`src/design/cia_pkg.sv`:
```
// Shared types, codes and helpers for the integer ALU with condition codes.
// No dependencies; used by the channel interfaces, the ALU and its checker.
`timescale 1ns / 1ps

package cia_pkg;

  typedef enum logic [3:0] {
    ACT_ADD  = 4'd0,
    ACT_SUB  = 4'd1,
    ACT_ADDX = 4'd2,
    ACT_SUBX = 4'd3,
    ACT_CMP  = 4'd4,
    ACT_NEG  = 4'd5,
    ACT_NEGX = 4'd6,
    ACT_AND  = 4'd7,
    ACT_OR   = 4'd8,
    ACT_EOR  = 4'd9,
    ACT_NOT  = 4'd10,
    ACT_ADDA = 4'd11,
    ACT_SUBA = 4'd12,
    ACT_CMPA = 4'd13
  } action_t;

  localparam logic [1:0] SZ_BYTE = 2'd0;
  localparam logic [1:0] SZ_WORD = 2'd1;
  localparam logic [1:0] SZ_LONG = 2'd2;

  localparam int FLAG_X = 4;
  localparam int FLAG_N = 3;
  localparam int FLAG_Z = 2;
  localparam int FLAG_V = 1;
  localparam int FLAG_C = 0;

  localparam int DATA_W = 32;
  localparam int CCR_W  = 5;

  // Flag behavior class of an operation
  typedef enum logic [2:0] {
    CLS_ARITH,  // add, sub, neg: all flags, X = C
    CLS_EXT,    // addx, subx, negx: Z only cleared
    CLS_CMP,    // cmp, cmpa: no store, X kept
    CLS_LOGIC,  // and, or, eor, not
    CLS_ADDR,   // adda, suba: 32-bit, flags kept
    CLS_NOP
  } cls_t;

  typedef enum logic [1:0] {
    LOP_AND,
    LOP_OR,
    LOP_EOR,
    LOP_NOT
  } lop_t;

  typedef struct packed {
    cls_t       cls;
    lop_t       lop;
    logic       sub;
    logic       cin;
    logic [1:0] esz;  // effective operand size
  } ctl_t;

  function automatic logic [DATA_W-1:0] size_mask(input logic [1:0] sz);
    logic [DATA_W-1:0] m;
    case (sz)
      SZ_BYTE: m = 32'h0000_00FF;
      SZ_WORD: m = 32'h0000_FFFF;
      default: m = 32'hFFFF_FFFF;
    endcase
    return m;
  endfunction

  function automatic logic msb_bit(input logic [DATA_W-1:0] v, input logic [1:0] sz);
    logic b;
    case (sz)
      SZ_BYTE: b = v[7];
      SZ_WORD: b = v[15];
      default: b = v[31];
    endcase
    return b;
  endfunction

endpackage

```
`src/design/cia_in_if.sv`:
```
// Input channel of the ALU: one operation per transfer.
// Depends on cia_pkg for field widths.
`timescale 1ns / 1ps

interface cia_in_if
  import cia_pkg::*;
();
  logic                 valid;
  logic                 ready;
  logic [3:0]           action;
  logic [1:0]           size;
  logic [DATA_W-1:0]    source_operand;
  logic [DATA_W-1:0]    dest_operand;
  logic [CCR_W-1:0]     ccr_in;

  modport source (output valid, action, size, source_operand, dest_operand, ccr_in,
                  input ready);
  modport sink   (input valid, action, size, source_operand, dest_operand, ccr_in,
                  output ready);
endinterface

```
`src/design/cia_out_if.sv`:
```
// Result channel of the ALU: stored value, new condition codes, store flag.
// Depends on cia_pkg for field widths.
`timescale 1ns / 1ps

interface cia_out_if
  import cia_pkg::*;
();
  logic                 valid;
  logic                 ready;
  logic [DATA_W-1:0]    result_value;
  logic [CCR_W-1:0]     ccr_out;
  logic                 write_back;

  modport source (output valid, result_value, ccr_out, write_back, input ready);
  modport sink   (input valid, result_value, ccr_out, write_back, output ready);
endinterface

```
`src/design/cisc_integer_alu_with_ccr.sv`:
```
// Integer ALU with X/N/Z/V/C condition codes, three register stages.
// Depends on cia_pkg, cia_in_if and cia_out_if.
//
// Accepts one operation per clock while the output is not stalled, and each operation moves
// through the stages in order to the output register. Stage one decodes the operation and
// masks the operands to the operand size, stage two holds the 32-bit adder and the
// logic unit and derives N/V/C at the sized sign bit, stage three does the zero test,
// assembles the condition codes and merges the result into the destination's upper
// bits. Each stage carries its own valid bit and advances whenever the stage after it
// is empty or moving, so up to two more input transfers are taken while a result
// waits at the output before the input stalls.
`timescale 1ns / 1ps

module cisc_integer_alu_with_ccr
  import cia_pkg::*;
(
  input  logic       clk,
  input  logic       rst_n,
  cia_in_if.sink     in_ch,
  cia_out_if.source  out_ch
);

  // stage 1: decoded operands
  logic              s1_valid_r;
  ctl_t              s1_ctl_r, s1_ctl_nxt;
  logic [DATA_W-1:0] s1_a_r, s1_a_nxt;
  logic [DATA_W-1:0] s1_b_r, s1_b_nxt;
  logic [DATA_W-1:0] s1_dst_r;
  logic [CCR_W-1:0]  s1_ccr_r;

  // stage 2: raw sized result and flags at the sign bit
  logic              s2_valid_r;
  ctl_t              s2_ctl_r;
  logic [DATA_W-1:0] s2_res_r, s2_res_nxt;
  logic              s2_n_r, s2_n_nxt;
  logic              s2_v_r, s2_v_nxt;
  logic              s2_c_r, s2_c_nxt;
  logic [DATA_W-1:0] s2_dst_r;
  logic [CCR_W-1:0]  s2_ccr_r;

  // stage 3: output register
  logic              s3_valid_r;
  logic [DATA_W-1:0] s3_value_r, s3_value_nxt;
  logic [CCR_W-1:0]  s3_ccr_r, s3_ccr_nxt;
  logic              s3_wb_r, s3_wb_nxt;

  logic rdy1, rdy2, rdy3;

  assign rdy3 = !s3_valid_r || out_ch.ready;
  assign rdy2 = !s2_valid_r || rdy3;
  assign rdy1 = !s1_valid_r || rdy2;
  assign in_ch.ready = rdy1;

  // ---------------- decode ----------------
  logic [DATA_W-1:0] src, dst, s32, a_raw, b_raw, dmask;
  logic              x_in;

  always_comb begin
    src  = in_ch.source_operand;
    dst  = in_ch.dest_operand;
    x_in = in_ch.ccr_in[FLAG_X];
    s32  = (in_ch.size == SZ_BYTE || in_ch.size == SZ_WORD) ?
           {{16{src[15]}}, src[15:0]} : src;
    s1_ctl_nxt.cls = CLS_NOP;
    s1_ctl_nxt.lop = LOP_AND;
    s1_ctl_nxt.sub = 1'b0;
    s1_ctl_nxt.cin = 1'b0;
    s1_ctl_nxt.esz = in_ch.size;
    a_raw = dst;
    b_raw = src;
    case (action_t'(in_ch.action))
      ACT_ADD: begin
        s1_ctl_nxt.cls = CLS_ARITH;
      end
      ACT_SUB: begin
        s1_ctl_nxt.cls = CLS_ARITH;
        s1_ctl_nxt.sub = 1'b1;
      end
      ACT_ADDX: begin
        s1_ctl_nxt.cls = CLS_EXT;
        s1_ctl_nxt.cin = x_in;
      end
      ACT_SUBX: begin
        s1_ctl_nxt.cls = CLS_EXT;
        s1_ctl_nxt.sub = 1'b1;
        s1_ctl_nxt.cin = x_in;
      end
      ACT_CMP: begin
        s1_ctl_nxt.cls = CLS_CMP;
        s1_ctl_nxt.sub = 1'b1;
      end
      ACT_NEG: begin
        s1_ctl_nxt.cls = CLS_ARITH;
        s1_ctl_nxt.sub = 1'b1;
        a_raw = '0;
        b_raw = dst;
      end
      ACT_NEGX: begin
        s1_ctl_nxt.cls = CLS_EXT;
        s1_ctl_nxt.sub = 1'b1;
        s1_ctl_nxt.cin = x_in;
        a_raw = '0;
        b_raw = dst;
      end
      ACT_AND: begin
        s1_ctl_nxt.cls = CLS_LOGIC;
        s1_ctl_nxt.lop = LOP_AND;
      end
      ACT_OR: begin
        s1_ctl_nxt.cls = CLS_LOGIC;
        s1_ctl_nxt.lop = LOP_OR;
      end
      ACT_EOR: begin
        s1_ctl_nxt.cls = CLS_LOGIC;
        s1_ctl_nxt.lop = LOP_EOR;
      end
      ACT_NOT: begin
        s1_ctl_nxt.cls = CLS_LOGIC;
        s1_ctl_nxt.lop = LOP_NOT;
      end
      ACT_ADDA: begin
        s1_ctl_nxt.cls = CLS_ADDR;
        s1_ctl_nxt.esz = SZ_LONG;
        b_raw = s32;
      end
      ACT_SUBA: begin
        s1_ctl_nxt.cls = CLS_ADDR;
        s1_ctl_nxt.sub = 1'b1;
        s1_ctl_nxt.esz = SZ_LONG;
        b_raw = s32;
      end
      ACT_CMPA: begin
        s1_ctl_nxt.cls = CLS_CMP;
        s1_ctl_nxt.sub = 1'b1;
        s1_ctl_nxt.esz = SZ_LONG;
        b_raw = s32;
      end
      default: begin
        s1_ctl_nxt.cls = CLS_NOP;
      end
    endcase
    dmask    = size_mask(s1_ctl_nxt.esz);
    s1_a_nxt = a_raw & dmask;
    s1_b_nxt = b_raw & dmask;
  end

  // ---------------- adder / logic ----------------
  logic [DATA_W-1:0] sum, lres, vvec, cvec;

  always_comb begin
    if (s1_ctl_r.sub) begin
      sum = s1_a_r - s1_b_r - {{(DATA_W-1){1'b0}}, s1_ctl_r.cin};
    end else begin
      sum = s1_a_r + s1_b_r + {{(DATA_W-1){1'b0}}, s1_ctl_r.cin};
    end
    case (s1_ctl_r.lop)
      LOP_AND: lres = s1_a_r & s1_b_r;
      LOP_OR:  lres = s1_a_r | s1_b_r;
      LOP_EOR: lres = s1_a_r ^ s1_b_r;
      default: lres = ~s1_a_r;
    endcase
    s2_res_nxt = ((s1_ctl_r.cls == CLS_LOGIC) ? lres : sum) & size_mask(s1_ctl_r.esz);
    if (s1_ctl_r.sub) begin
      vvec = (s1_b_r ^ s1_a_r) & (s2_res_nxt ^ s1_a_r);
      cvec = (s1_b_r & s2_res_nxt) | (~s1_a_r & (s1_b_r | s2_res_nxt));
    end else begin
      vvec = (s1_b_r ^ s2_res_nxt) & (s1_a_r ^ s2_res_nxt);
      cvec = (s1_b_r & s1_a_r) | (~s2_res_nxt & (s1_b_r | s1_a_r));
    end
    s2_n_nxt = msb_bit(s2_res_nxt, s1_ctl_r.esz);
    s2_v_nxt = msb_bit(vvec, s1_ctl_r.esz);
    s2_c_nxt = msb_bit(cvec, s1_ctl_r.esz);
  end

  // ---------------- flags and merge ----------------
  logic              zero;
  logic [DATA_W-1:0] merged, rmask;

  always_comb begin
    zero   = (s2_res_r == '0);
    rmask  = size_mask(s2_ctl_r.esz);
    merged = (s2_dst_r & ~rmask) | s2_res_r;
    s3_value_nxt = s2_dst_r;
    s3_ccr_nxt   = s2_ccr_r;
    s3_wb_nxt    = 1'b0;
    case (s2_ctl_r.cls)
      CLS_ARITH: begin
        s3_value_nxt = merged;
        s3_ccr_nxt   = {s2_c_r, s2_n_r, zero, s2_v_r, s2_c_r};
        s3_wb_nxt    = 1'b1;
      end
      CLS_EXT: begin
        s3_value_nxt = merged;
        s3_ccr_nxt   = {s2_c_r, s2_n_r, zero & s2_ccr_r[FLAG_Z], s2_v_r, s2_c_r};
        s3_wb_nxt    = 1'b1;
      end
      CLS_CMP: begin
        s3_ccr_nxt = {s2_ccr_r[FLAG_X], s2_n_r, zero, s2_v_r, s2_c_r};
      end
      CLS_LOGIC: begin
        s3_value_nxt = merged;
        s3_ccr_nxt   = {s2_ccr_r[FLAG_X], s2_n_r, zero, 1'b0, 1'b0};
        s3_wb_nxt    = 1'b1;
      end
      CLS_ADDR: begin
        s3_value_nxt = s2_res_r;
        s3_wb_nxt    = 1'b1;
      end
      default: begin
        s3_wb_nxt = 1'b0;
      end
    endcase
  end

  // ---------------- pipeline registers ----------------
  always_ff @(posedge clk) begin
    if (!rst_n) begin
      s1_valid_r <= 1'b0;
      s2_valid_r <= 1'b0;
      s3_valid_r <= 1'b0;
    end else begin
      if (rdy1) s1_valid_r <= in_ch.valid;
      if (rdy2) s2_valid_r <= s1_valid_r;
      if (rdy3) s3_valid_r <= s2_valid_r;
    end
  end

  always_ff @(posedge clk) begin
    if (rdy1) begin
      s1_ctl_r <= s1_ctl_nxt;
      s1_a_r   <= s1_a_nxt;
      s1_b_r   <= s1_b_nxt;
      s1_dst_r <= in_ch.dest_operand;
      s1_ccr_r <= in_ch.ccr_in;
    end
    if (rdy2) begin
      s2_ctl_r <= s1_ctl_r;
      s2_res_r <= s2_res_nxt;
      s2_n_r   <= s2_n_nxt;
      s2_v_r   <= s2_v_nxt;
      s2_c_r   <= s2_c_nxt;
      s2_dst_r <= s1_dst_r;
      s2_ccr_r <= s1_ccr_r;
    end
    if (rdy3) begin
      s3_value_r <= s3_value_nxt;
      s3_ccr_r   <= s3_ccr_nxt;
      s3_wb_r    <= s3_wb_nxt;
    end
  end

  assign out_ch.valid        = s3_valid_r;
  assign out_ch.result_value = s3_value_r;
  assign out_ch.ccr_out      = s3_ccr_r;
  assign out_ch.write_back   = s3_wb_r;

endmodule

```
`src/flat_wrapper.sv`:
```
// flat-port wrapper written by rule: the top's interface ports become plain ports
module cisc_integer_alu_with_ccr_flat import cia_pkg::*;
  (clk, rst_n, in_ch_valid, in_ch_action, in_ch_size, in_ch_source_operand, in_ch_dest_operand, in_ch_ccr_in, in_ch_ready, out_ch_valid, out_ch_result_value, out_ch_ccr_out, out_ch_write_back, out_ch_ready);
  cia_in_if in_ch_i ();
  cia_out_if out_ch_i ();
  input  logic clk;
  input  logic rst_n;
  input wire logic [$bits(in_ch_i.valid)-1:0] in_ch_valid;
  input wire logic [$bits(in_ch_i.action)-1:0] in_ch_action;
  input wire logic [$bits(in_ch_i.size)-1:0] in_ch_size;
  input wire logic [$bits(in_ch_i.source_operand)-1:0] in_ch_source_operand;
  input wire logic [$bits(in_ch_i.dest_operand)-1:0] in_ch_dest_operand;
  input wire logic [$bits(in_ch_i.ccr_in)-1:0] in_ch_ccr_in;
  output wire logic [$bits(in_ch_i.ready)-1:0] in_ch_ready;
  output wire logic [$bits(out_ch_i.valid)-1:0] out_ch_valid;
  output wire logic [$bits(out_ch_i.result_value)-1:0] out_ch_result_value;
  output wire logic [$bits(out_ch_i.ccr_out)-1:0] out_ch_ccr_out;
  output wire logic [$bits(out_ch_i.write_back)-1:0] out_ch_write_back;
  input wire logic [$bits(out_ch_i.ready)-1:0] out_ch_ready;
  assign in_ch_i.valid = in_ch_valid;
  assign in_ch_i.action = in_ch_action;
  assign in_ch_i.size = in_ch_size;
  assign in_ch_i.source_operand = in_ch_source_operand;
  assign in_ch_i.dest_operand = in_ch_dest_operand;
  assign in_ch_i.ccr_in = in_ch_ccr_in;
  assign in_ch_ready = in_ch_i.ready;
  assign out_ch_valid = out_ch_i.valid;
  assign out_ch_result_value = out_ch_i.result_value;
  assign out_ch_ccr_out = out_ch_i.ccr_out;
  assign out_ch_write_back = out_ch_i.write_back;
  assign out_ch_i.ready = out_ch_ready;
  cisc_integer_alu_with_ccr u_core (.clk(clk), .rst_n(rst_n), .in_ch(in_ch_i), .out_ch(out_ch_i));
endmodule
```
`config.mk`:
```
export PLATFORM = sky130hd
export DESIGN_NAME = cisc_integer_alu_with_ccr_flat
export DESIGN_NICKNAME = d
export VERILOG_FILES = /design/src/design/cia_pkg.sv /design/src/design/cia_in_if.sv /design/src/design/cia_out_if.sv /design/src/design/cisc_integer_alu_with_ccr.sv /design/src/flat_wrapper.sv
export SDC_FILE = /design/constraint.sdc
export NUM_CORES = 1
export LEC_CHECK = 0
export CAP_MARGIN = 20
export CORE_MARGIN = 4
export CORE_UTILIZATION = 25
export DETAILED_ROUTE_END_ITERATION = 16
export DONT_BUFFER_PORTS = 1
export SETUP_SLACK_MARGIN = 0.1
export SYNTH_ARGS = -nofsm -noshare
export SYNTH_HDL_FRONTEND = slang
export SYNTH_SLANG_ARGS = --single-unit
```
`constraint.sdc`:
```
create_clock -name clk -period 13.51 [get_ports clk]
set_clock_uncertainty 0.05 [all_clocks]
set_input_delay 2.0265 -clock clk [delete_from_list [all_inputs] [get_ports clk]]
set_output_delay 2.0265 -clock clk [all_outputs]
set_load 0.03 [all_outputs]
```
== Word-level counts from Yosys, hierarchy flattened ==
Cells that the tools add are included.

* Register bits: 228

* Add/subtract/negate cells: 4
* Eq/ne operators: 24
* Multiplexer cells: 21
* Bitwise gates (word level): 22
* Reductions and logical operators: 25

{| class="wikitable"
|+ Operators by type and width
! operator !! count
|-
| bitwise AND 32 bit || 10
|-
| one-hot mux 32 bit (2 select lines) || 5
|-
| two-way mux 32 bit || 6
|-
| bitwise OR 32 bit || 5
|-
| inverter 32 bit || 3
|-
| one-hot mux 32 bit (3 select lines) || 1
|-
| bitwise XOR 32 bit || 3
|-
| adder 32 x 1 -> 32 bit || 1
|-
| adder 32 bit || 1
|-
| zero test 32 bit || 1
|-
| subtractor 32 x 1 -> 32 bit || 1
|-
| subtractor 32 bit || 1
|-
| == test 4 bit (second input constant) || 6
|-
| one-hot mux 5 bit (4 select lines) || 1
|-
| == test 4 x 3 -> 1 bit (second input constant) || 4
|-
| one-hot mux 3 bit (5 select lines) || 1
|-
| OR reduction 3 bit || 4
|-
| == test 2 x 1 -> 1 bit (second input constant) || 5
|-
| zero test 2 bit || 5
|-
| == test 3 x 2 -> 1 bit (second input constant) || 3
|-
| == test 4 x 2 -> 1 bit (second input constant) || 2
|-
| OR reduction 4 bit || 2
|-
| OR reduction 7 bit || 1
|-
| one-hot mux 1 bit (2 select lines) || 3
|-
| 13 further kinds || 21
|}

== Longest topological paths before layout ==
Gate-level depths: netlist of run 1.

* Depth in word-level cells: 10
* Mapped depth: 23
* Gate-level depth less buffers: 22

== Worst setup path after synthesis of run 1 ==
OpenSTA, ideal clock, no wires.

* Path type: input to output
* Start point: in out_ch_ready
* End point: out in_ch_ready
* Arrival: 4965 ps
* Required time: 11433 ps
* Slack: 6468 ps
* Cell stages on the path: 2
* Path buffers: 0
* Path through: nor2b_1 > nand3_1

* Longest elaborated chain between the ends: 3

{| class="wikitable"
|+ Ends and longest elaborated chain
! item !! line !! source
|-
| start, declared || flat_wrapper.sv:19 || <nowiki>input wire logic [$bits(out_ch_i.ready)-1:0] out_ch_ready;</nowiki>
|-
| logical OR 1 bit || cisc_integer_alu_with_ccr.sv:49 || <nowiki>assign rdy3 = !s3_valid_r || out_ch.ready;</nowiki>
|-
| logical OR 1 bit || cisc_integer_alu_with_ccr.sv:50 || <nowiki>assign rdy2 = !s2_valid_r || rdy3;</nowiki>
|-
| logical OR 1 bit || cisc_integer_alu_with_ccr.sv:51 || <nowiki>assign rdy1 = !s1_valid_r || rdy2;</nowiki>
|-
| end, declared || flat_wrapper.sv:14 || <nowiki>output wire logic [$bits(in_ch_i.ready)-1:0] in_ch_ready;</nowiki>
|}

Every way passes these cells.

== Worst setup path after layout of run 1 ==
Same ends and word-level chain as after synthesis.

==> results of run 1 <==
## cell usage after synthesis, types with 6 or more instances
library cell / number
a211oi_1: 43
a21o_1: 24
a21oi_1: 84
a221oi_1: 7
a22o_1: 24
a31oi_1: 6
and2_1: 26
clkbuf_1: 50
edfxtp_1: 225
ha_1: 130
inv_1: 127
mux2_2: 23
mux2i_1: 39
mux4_2: 9
nand2_1: 80
nand2b_1: 11
nand3_1: 13
nor2_1: 95
nor2b_1: 19
nor3_1: 22
nor4_1: 9
o211ai_1: 17
o21a_1: 18
o21ai_0: 90
o21bai_1: 9
xnor2_1: 36
xor2_1: 17
## state kept, by name, summed over array words and instances, names as in the netlist, 9 cells and up
register,cells
u_core.s2_res_r,32
u_core.s1_b_r,32
u_core.s2_dst_r,32
u_core.s1_dst_r,32
u_core.out_ch.result_value,32
u_core.s1_ctl_r,9
u_core.s1_a_r,32
## cells in the final DEF (no fill, tap or decap), types with 4 or more instances in the layout
master and instances:
xnor2_1 36, nand2_1 79, mux2_2 23, nor2_1 95, nand3_1 12, buf_4 15, nor3_1 22, o211ai_1 17
or3_1 5, nand4_1 5, nor2b_1 19, a21oi_2 4, o21ai_0 90, a211oi_1 43, nor4_1 9, inv_1 127
xor2_1 17, a21o_1 24, mux2i_1 38, nor3b_1 4, a31oi_1 6, and2_1 26, a22o_1 24, edfxtp_1 225
a21oi_1 83, ha_1 130, o21a_1 18, clkinv_1 7, o31ai_1 5, mux4_2 9, fa_1 4, nand2b_1 11
o21bai_1 9, clkbuf_16 23, and4_1 5, a221oi_1 7
## report_power, final
group	total [W]	switching, W	internal, W
combinational	0.000569	0.000334	0.000235
clock	0.000634	0.000267	0.000367
sequential	0.00101	0.000119	0.000892
total	0.00222	0.000721	0.00149
## kinds of logic (layout without fill, tap and decap cells)
family          count (synthesis)  count (layout)  share of synthesized area, %
compound gates                368             368                         16.95
simple gates                  310             310                         10.28
flops                         228             228                         47.05
buf+inv                       186             183                         4.854
fa+ha+maj                     134             134                         11.78
mux                            71              71                         5.881
xor+xnor                       53              53                         3.204
## worst min path at each step
| stage | startpoint | to | slack [ns] | cells past startpoint |
|---|---|---|---|---|
| finish | u_core.s1_dst_r[2] | u_core.s2_dst_r[2] | 0.37 | 0 |
| global route | u_core.s1_dst_r[27] | u_core.s2_dst_r[27] | 0.37 | 0 |
| CTS | u_core.s1_dst_r[18] | u_core.s2_dst_r[18] | 0.37 | 0 |
| detailed placement | u_core.s1_dst_r[16] | u_core.s2_dst_r[16] | 0.35 | 0 |
| global placement | u_core.s1_dst_r[13] | u_core.s2_dst_r[13] | 0.35 | 0 |
| floorplan | u_core.s1_ccr_r[0] | u_core.s2_ccr_r[0] | 0.35 | 0 |
## metrics by stage
step                std cells  setup slack [ns]  util (%)  hold slack (ns)
global route             2103             8.469     28.29           0.3744
global placement         2063             8.617     26.99           0.3513
CTS                      2103             8.555     28.29           0.3691
finish                   2103             8.593     28.29           0.3652
detailed placement       2064             8.556     27.00           0.3545
floorplan                1350             6.468         -           0.3503
## routing by layer
metal / wire length, um / global-route usage (%) / vias up
met3: 1955 / 1.848 / 52
met2: 19540 / 21.57 / 255
met1: 17700 / 16.27 / 5046
met5: 13 / 0 / -
met4: 1170 / 4.103 / 2
li1: - / - / 4881
## area by class of cell
| class | count | area (um2) | share of cell area [%] |
|---|---|---|---|
| Sequential cell | 228 | 6817 | 42.32 |
| Timing Repair Buffer | 16 | 117.6 | 0.7303 |
| Clock inverter | 16 | 160.2 | 0.9944 |
| Multi-Input combinational cell | 936 | 7009 | 43.52 |
| Inverter | 128 | 480.5 | 2.983 |
| Clock buffer | 23 | 575.6 | 3.574 |
| Tap cell | 756 | 945.9 | 5.873 |
==> metrics.cfg, run 1 <==
[run_status]
status = complete, no violations

[sta]
period_share_pct = 36.39
clock.fmax_mhz = 203.4
period_needed_ns = 4.917
slew_violations = 0
relSlewSlack_pct = 33.54
hold_viol_final = 0
worst_pin_slew_ns = 0.9969
setup_viol = 0
rsz0062_at_grt = false
tns_ns = 0

[synth]
ys_warn_count = 0
syn_avg_cell_area_um2 = 10.73
synth_seq_cells = 228
synth.yosys.seq_area_share_pct = 47.05
netlist_area_mm2 = 0.01449
yosys.area.top_type = edfxtp_1
syn_inst = 1350
synth_top_area_share_pct = 46.64
synth_ff_type = edfxtp_1
synth_cell_type_count = 73
syn-num-nets = 1563
synth_edf_count = 225
synth_area_leaders = edfxtp_1 (47%), ha_1 (11%), inv_1 (3.3%), o21ai_0 (3.1%), a21oi_1 (2.9%)
synthArstFlopShare_pct = 0

[setup_path]
slowest_delay_ns = 0.47
worst_path_max_delay_cell = nor2b_1
cp-end-kind = output pin
critical_path_arrival_ns = 2.84
crit_family = simple AND/OR/NAND/NOR gates
crit_cells = 2
startpoint = out_ch_ready
start_kind = input port
crit-reg2reg-launch = u_core.s1_b_r[15]
worstPathRequired_ns = 11.43
critical_path.cell_chain = nor2b_1 -> nand3_4
endpoint = in_ch_ready
critPathMaxFanout = 5
r2r_cells = 20
cp_num_buf_inv = 0
rr_endpoint = u_core.s2_c_r
path_class = in -> out
r2r_setup_slack_ns = 8.78

[route]
drt_pass1_iterations = 5
routedWlPerCell_um = 19.20
ant_nets = 0
avgViaCountPerCell = 4.867
drt_iter0_drc = 600
drc_errors = 0
wirelength_um = 40370
via_count = 10240

[floorplanning]
placementRows = 87
start_util_pct = 25.45
fp.dieArea_mm2 = 0.06187
die_x_um = 248.7
die_h_um = 248.7
core_area_mm2 = 0.05693
io_pins = 119

[final_layout]
diodes = 0
nFillCells = 5837
final_layout_size_suffix_gt1_share_pct = 7.944
areaGrowthSynthToFinish_pct = 11.17
nNetsFinal = 1545
design_area_mm2 = 0.01611

[clock_network]
cts_sinks = 228
clockBufferDepth = 3
post_cts_resized = 0
cts_root_buf = clkbuf_16
post_cts_buffers = 0
htreeDepth = 1
clk_pin_slew_ns = 0.06
cts_buffers = 22
holdBufCountCts = 0
clk_latency_ns = 0.53
cts_tree = yes

[global_route]
track_usage_pct = 12.55
antenna_found_initial = 2
gr-total-overflow = 0
grt_max_degree = 72
grt_pass1_wl_um = 61800
grt_pass1_vias = 10260

[power_and_ir_drop]
total_power_w = 0.002215
powerDensity_mw_per_mm2 = 137.6
ir_drop_mv = 0.09278
p_leak_nw = 6.184

[min_path]
hp-class = reg -> reg

[placed_design]
hpwl_um = 30330
postPlaceCellArea_mm2 = 0.01537
portBuffers = 0
routabilityCongestion = 0.8815

[flow_run]
drv_cap = 0

(Power assumes the default switching activity.)
==> run 2: changes to the inputs <==
Clock period 13.51 ns to 5.1 ns, I/O delays scaled along.
==> run 2 against run 1 <==
Effect of this change: critical path depth rose by 19; largest power group unchanged; clock power rose to 2.6 times the previous value; first-iteration DRC count rose by 12%.
==> metrics.cfg, run 2 (synthesis gave the netlist of run 1 again) <==
[clock_network]
cts_sinks = 228
cts_tree = yes
clk_latency_ns = 0.54
holdBufCountCts = 0
clockBufferDepth = 3
clk_pin_slew_ns = 0.07
post_cts_buffers = 0
cts_root_buf = clkbuf_16
post_cts_resized = 0
cts_buffers = 25
htreeDepth = 1

[floorplanning]
die_x_um = 248.7
fp.dieArea_mm2 = 0.06187
start_util_pct = 25.45
die_h_um = 248.7
io_pins = 119
placementRows = 87
core_area_mm2 = 0.05693

[route]
drt_iter0_drc = 670
drt_pass1_iterations = 5
via_count = 10300
ant_nets = 0
routedWlPerCell_um = 19.43
avgViaCountPerCell = 4.866
wirelength_um = 41120
drc_errors = 0

[sta]
slew_violations = 0
relSlewSlack_pct = 25.46
clock.fmax_mhz = 216.3
holdWs_ns = 0.2632
period_share_pct = 90.65
worst_pin_slew_ns = 1.109
period_needed_ns = 4.623
tns_ns = 0
setup_viol = 0
hold_viol_final = 0
rsz0062_at_grt = false

[final_layout]
nNetsFinal = 1556
final_layout_size_suffix_gt1_share_pct = 8.891
final_cells = 2117
diodes = 0
layout_commonest_cell = edfxtp_1
mostFrequentLayoutCells = edfxtp_1 (225), ha_1 (130), inv_1 (127)
areaGrowthSynthToFinish_pct = 11.89

[power_and_ir_drop]
ir_drop_mv = 0.2269
p_leak_nw = 6.255
powerDensity_mw_per_mm2 = 361.6

[global_route]
gr-total-overflow = 0
antenna_found_initial = 4
grt_pass1_vias = 10560
grt_max_degree = 78
grt_pass1_wl_um = 63150
track_usage_pct = 12.84

[flow_run]
drv_cap = 0

[placed_design]
portBuffers = 0
hpwl_um = 31460
dp.cells = 2071
routabilityCongestion = 0.8982

[setup_path]
cp-end-kind = flop
critical_path_arrival_ns = 4.86
worstPathRequired_ns = 5.34
path_class = reg -> reg
start_kind = flop
critPathMaxFanout = 7

[min_path]
hp-class = in -> reg

[run_status]
status = complete, no violations

-- run 2: cell types whose count changed in the layout (fill, tap and decap cells not counted) --
cell       previous run  this run
inv_6                 2         3
a311oi_2              1         2
inv_8                 0         1
clkinv_2              3         7
buf_12                0         1
buf_16                0         1
o21ai_1               3         4
bufinv_16             3         0
clkbuf_1              0         1
clkbuf_16            23        25
o21ai_0              90        89
a311oi_1              3         2
buf_2                 1         0
buf_4                15        22
-- run 2: layout make-up --
class / count / area, um2
Sequential cell: 228 / 6817
Inverter: 128 / 480.5
Clock inverter: 19 / 110.1
Clock buffer: 26 / 629.4
Fill cell: 5862 / 40720
Multi-Input combinational cell: 936 / 7015
Timing Repair Buffer: 24 / 212.7
Tap cell: 756 / 945.9
-- run 2: per-stage QoR --
step,worst slack [ns],util (%),total power (W),area (um2)
final,0.4766,28.47,0.005862,16210
after global routing,0.1727,28.47,0.006170,16210
after CTS,0.3378,28.41,0.005903,16180
after detailed placement,0.3403,27.12,0.004245,15440
after global placement,0.4363,27.12,0.004222,15440
after floorplan,1.094,-,0.003780,14490
-- run 2: path summary, 6_finish.rpt --
check / from / endpoint / slack, ns / depth (start not counted)
hold / removal: in_ch_dest_operand[15] / u_core.s1_dst_r[15] / 0.26 / 0
setup reg to reg: u_core.s1_a_r[24] / u_core.s2_c_r / 0.48 / 21
setup / recovery: u_core.s1_a_r[24] / u_core.s2_c_r / 0.48 / 21
hold reg to reg: u_core.s1_dst_r[12] / u_core.s2_dst_r[12] / 0.37 / 0
-- run 2: critical path, stage by stage (launching register included) --
cell	delay, ns
edfxtp_1	0.41
inv_1	0.10
ha_1	0.33
ha_1	0.42
a21o_1	0.21
a21o_1	0.17
a21oi_1	0.32
o21ai_0	0.18
nor2b_1	0.18
a311oi_2	0.34
and4_1	0.27
a211oi_2	0.12
nand2_1	0.12
inv_1	0.08
ha_1	0.20
nand2b_1	0.14
o21ai_1	0.21
nand2_1	0.08
nand2_1	0.08
o221ai_1	0.10
a31oi_1	0.16
o311ai_1	0.12
-- run 2: where the power goes --
| part | internal (W) | switching [W] | total [W] |
|---|---|---|---|
| clock | 0.000902 | 0.000743 | 0.00164 |
| sequential | 0.00236 | 0.000325 | 0.00269 |
| combinational | 0.000634 | 0.000893 | 0.00153 |
-- run 2: layer usage --
layer  share of wire, %  vias up  GRT usage [%]
met1                 43     5059          16.38
met2                 48      251          22.06
met4                3.5        6          4.584
met3                5.2       74          2.088
li1                   -     4912              -
met5              0.083        -              0
==> run 3: changes to the inputs <==
Settings changed: ABC_AREA set to 1, CTS_BUF_LIST set to sky130_fd_sc_hd__clkbuf_16.
==> run 3 against run 2 <==
Effect of this change: global-route usage is 2.3 points higher; sequential power hardly changed; fmax is 33% higher; largest power group unchanged; setup slack better by 1.2 ns; register-to-register slack better by 1.2 ns; critical endpoint is now u_core.s2_v_r; highest routed layer is now met4; via count is 23% higher; synthesized cell count is 35% higher; die area is 4.6% higher; utilization is 0.21 points lower; first-iteration DRC count is 42% higher.
==> metrics.cfg, run 3 <==
[sta]
period_needed_ns = 3.472
relSlewSlack_pct = 30.60
slew_violations = 0
holdWs_ns = 0.2285
period_share_pct = 68.08
worst_pin_slew_ns = 1.038
tns_ns = 0
setup_viol = 0
hold_viol_final = 0
clock.fmax_mhz = 288.0
rsz0062_at_grt = false

[global_route]
grt_max_degree = 76
gr-total-overflow = 0
grt_pass1_vias = 12400
grt_pass1_wl_um = 75420
track_usage_pct = 15.11
antenna_found_initial = 0

[clock_network]
cts_tree = yes
clk_pin_slew_ns = 0.07
clk_latency_ns = 0.57
cts_sinks = 228
cts_root_buf = clkbuf_16
clockBufferDepth = 3
htreeDepth = 1
post_cts_buffers = 0
cts_buffers = 27
post_cts_resized = 0
holdBufCountCts = 0

[run_status]
status = complete, no violations

[synth]
synth_ff_type = edfxtp_1
syn-num-nets = 2040
synth_top_family_by_area = simple AND/OR/NAND/NOR gates
muxShareOfSynthArea_pct = 0.07423
synthArstFlopShare_pct = 0
netlist_area_mm2 = 0.01517
yosys.area_share.simple_pct = 21.89
synthAdderAreaFrac_pct = 11.25
synth_seq_cells = 228
yosys.area.top_type = edfxtp_1
ys_warn_count = 0
synth_compound_area_share_pct = 13.53
syn_inst = 1827
synthXorXnorAreaFrac_pct = 0.4041
synth.yosys.seq_area_share_pct = 44.93
synth_commonest_cells = nand2_1 (471), inv_1 (259), edfxtp_1 (225)
synth_top_area_share_pct = 44.54
syn_avg_cell_area_um2 = 8.304
synth_most_common_cell = nand2_1
synth_area_leaders = edfxtp_1 (45%), nand2_1 (12%), ha_1 (11%), inv_1 (6.4%), a21oi_1 (4.2%)
synth_edf_count = 225
synth_cell_type_count = 51

[setup_path]
cp-end-kind = flop
worstPathRequired_ns = 5.38
start_kind = flop
path_class = reg -> reg
critical_path_arrival_ns = 3.75
critPathMaxFanout = 7

[final_layout]
mostFrequentLayoutCells = nand2_1 (469), inv_1 (259), edfxtp_1 (225)
layout_commonest_cell = nand2_1
design_area_mm2 = 0.01703
areaGrowthSynthToFinish_pct = 12.22
final_layout_size_suffix_gt1_share_pct = 6.826
diodes = 0
nNetsFinal = 2039

[floorplanning]
core_area_mm2 = 0.06025
die_x_um = 254.3
placementRows = 90
io_pins = 119
die_h_um = 254.3
start_util_pct = 25.18
fp.dieArea_mm2 = 0.06469

[route]
drt_pass1_iterations = 6
routedWlPerCell_um = 19.23
drc_errors = 0
via_count = 12680
avgViaCountPerCell = 4.826
ant_nets = 0
drt_iter0_drc = 954
wirelength_um = 50540

[power_and_ir_drop]
p_leak_nw = 7.646
p_sw_share_pct = 36.06
clock_power_share_pct = 31.3
p_int_w = 0.004069
powerDensity_mw_per_mm2 = 373.8
switching_power_w = 0.002295
combPwrFrac_pct = 26.8
ir_drop_mv = 0.2384
seqPwrFrac_pct = 41.8

[placed_design]
routabilityCongestion = 0.9188
hpwl_um = 38620
portBuffers = 0
postPlaceCellArea_mm2 = 0.01610

[min_path]
hp-class = in -> reg

[flow_run]
drv_cap = 0

[run 3: cell type report]
type | instances | area [um2]
fillers | 6353 | 43220
inverters | 272 | 1022
multi-input cells | 1281 | 7162
clock inverters | 22 | 231.5
flip-flops and latches | 228 | 6817
repair buffers | 16 | 138.9
well taps | 782 | 978.4
clock buffers | 27 | 675.6
[run 3: path summary, 6_finish.rpt]
kind	startpoint	endpoint	slack, ns	cells after the start
hold reg to reg	u_core.s1_dst_r[15]	u_core.s2_dst_r[15]	0.36	0
setup / recovery	u_core.s1_b_r[26]	u_core.s2_v_r	1.63	18
hold / removal	in_ch_dest_operand[20]	u_core.s1_dst_r[20]	0.23	0
setup reg to reg	u_core.s1_b_r[26]	u_core.s2_v_r	1.63	18
[run 3: per-layer routing]
metal | global-route usage [%] | wire length, um | vias up
li1 | - | - | 6127
met1 | 19.96 | 22400 | 6103
met2 | 25.82 | 23970 | 391
met3 | 2.651 | 2989 | 63
met4 | 3.730 | 1171 | 0
met5 | 0 | 0 | -
[run 3: metrics by stage]
step	util, %	worst slack, ns	std cells	power [W]
2_1_floorplan	-	0.9527	1827	0.003814
3_3_place_gp	26.73	1.717	2578	0.004377
3_5_place_dp	26.73	1.673	2578	0.004390
4_1_cts	28.24	1.665	2627	0.006413
5_1_grt	28.26	1.404	2628	0.006737
6_report	28.26	1.628	2628	0.006364
[run 3: power by group through the flow]
| stage | Combinational [W] | Clock [W] | Sequential [W] |
|---|---|---|---|
| after floorplan | 0.00119 | 0 | 0.00262 |
| after detailed placement | 0.00169 | 0 | 0.00270 |
| after global routing | 0.00192 | 0.00213 | 0.00269 |
| after global placement | 0.00167 | 0 | 0.00270 |
| after CTS | 0.00170 | 0.00205 | 0.00267 |
| final | 0.00171 | 0.00199 | 0.00266 |
[run 3: critical path, stage by stage, from the launching register on]
cell      delay (ns)
edfxtp_1        0.39
inv_1           0.06
ha_1            0.40
ha_1            0.40
a21oi_1         0.32
nand2_1         0.11
nand2_1         0.07
nand2_1         0.07
a21oi_1         0.24
nand3_1         0.11
nand3_1         0.10
nand2_1         0.07
nand2_2         0.09
nand2_4         0.07
ha_1            0.30
o21ai_0         0.14
a21oi_1         0.06
nand3_1         0.12
nand2_1         0.07
[run 3: cells by family after synthesis]
logic type / Yosys count
mux: 1
flops: 228
buf+inv: 318
xor+xnor: 7
fa+ha+maj: 134
compound gates: 353
simple gates: 786
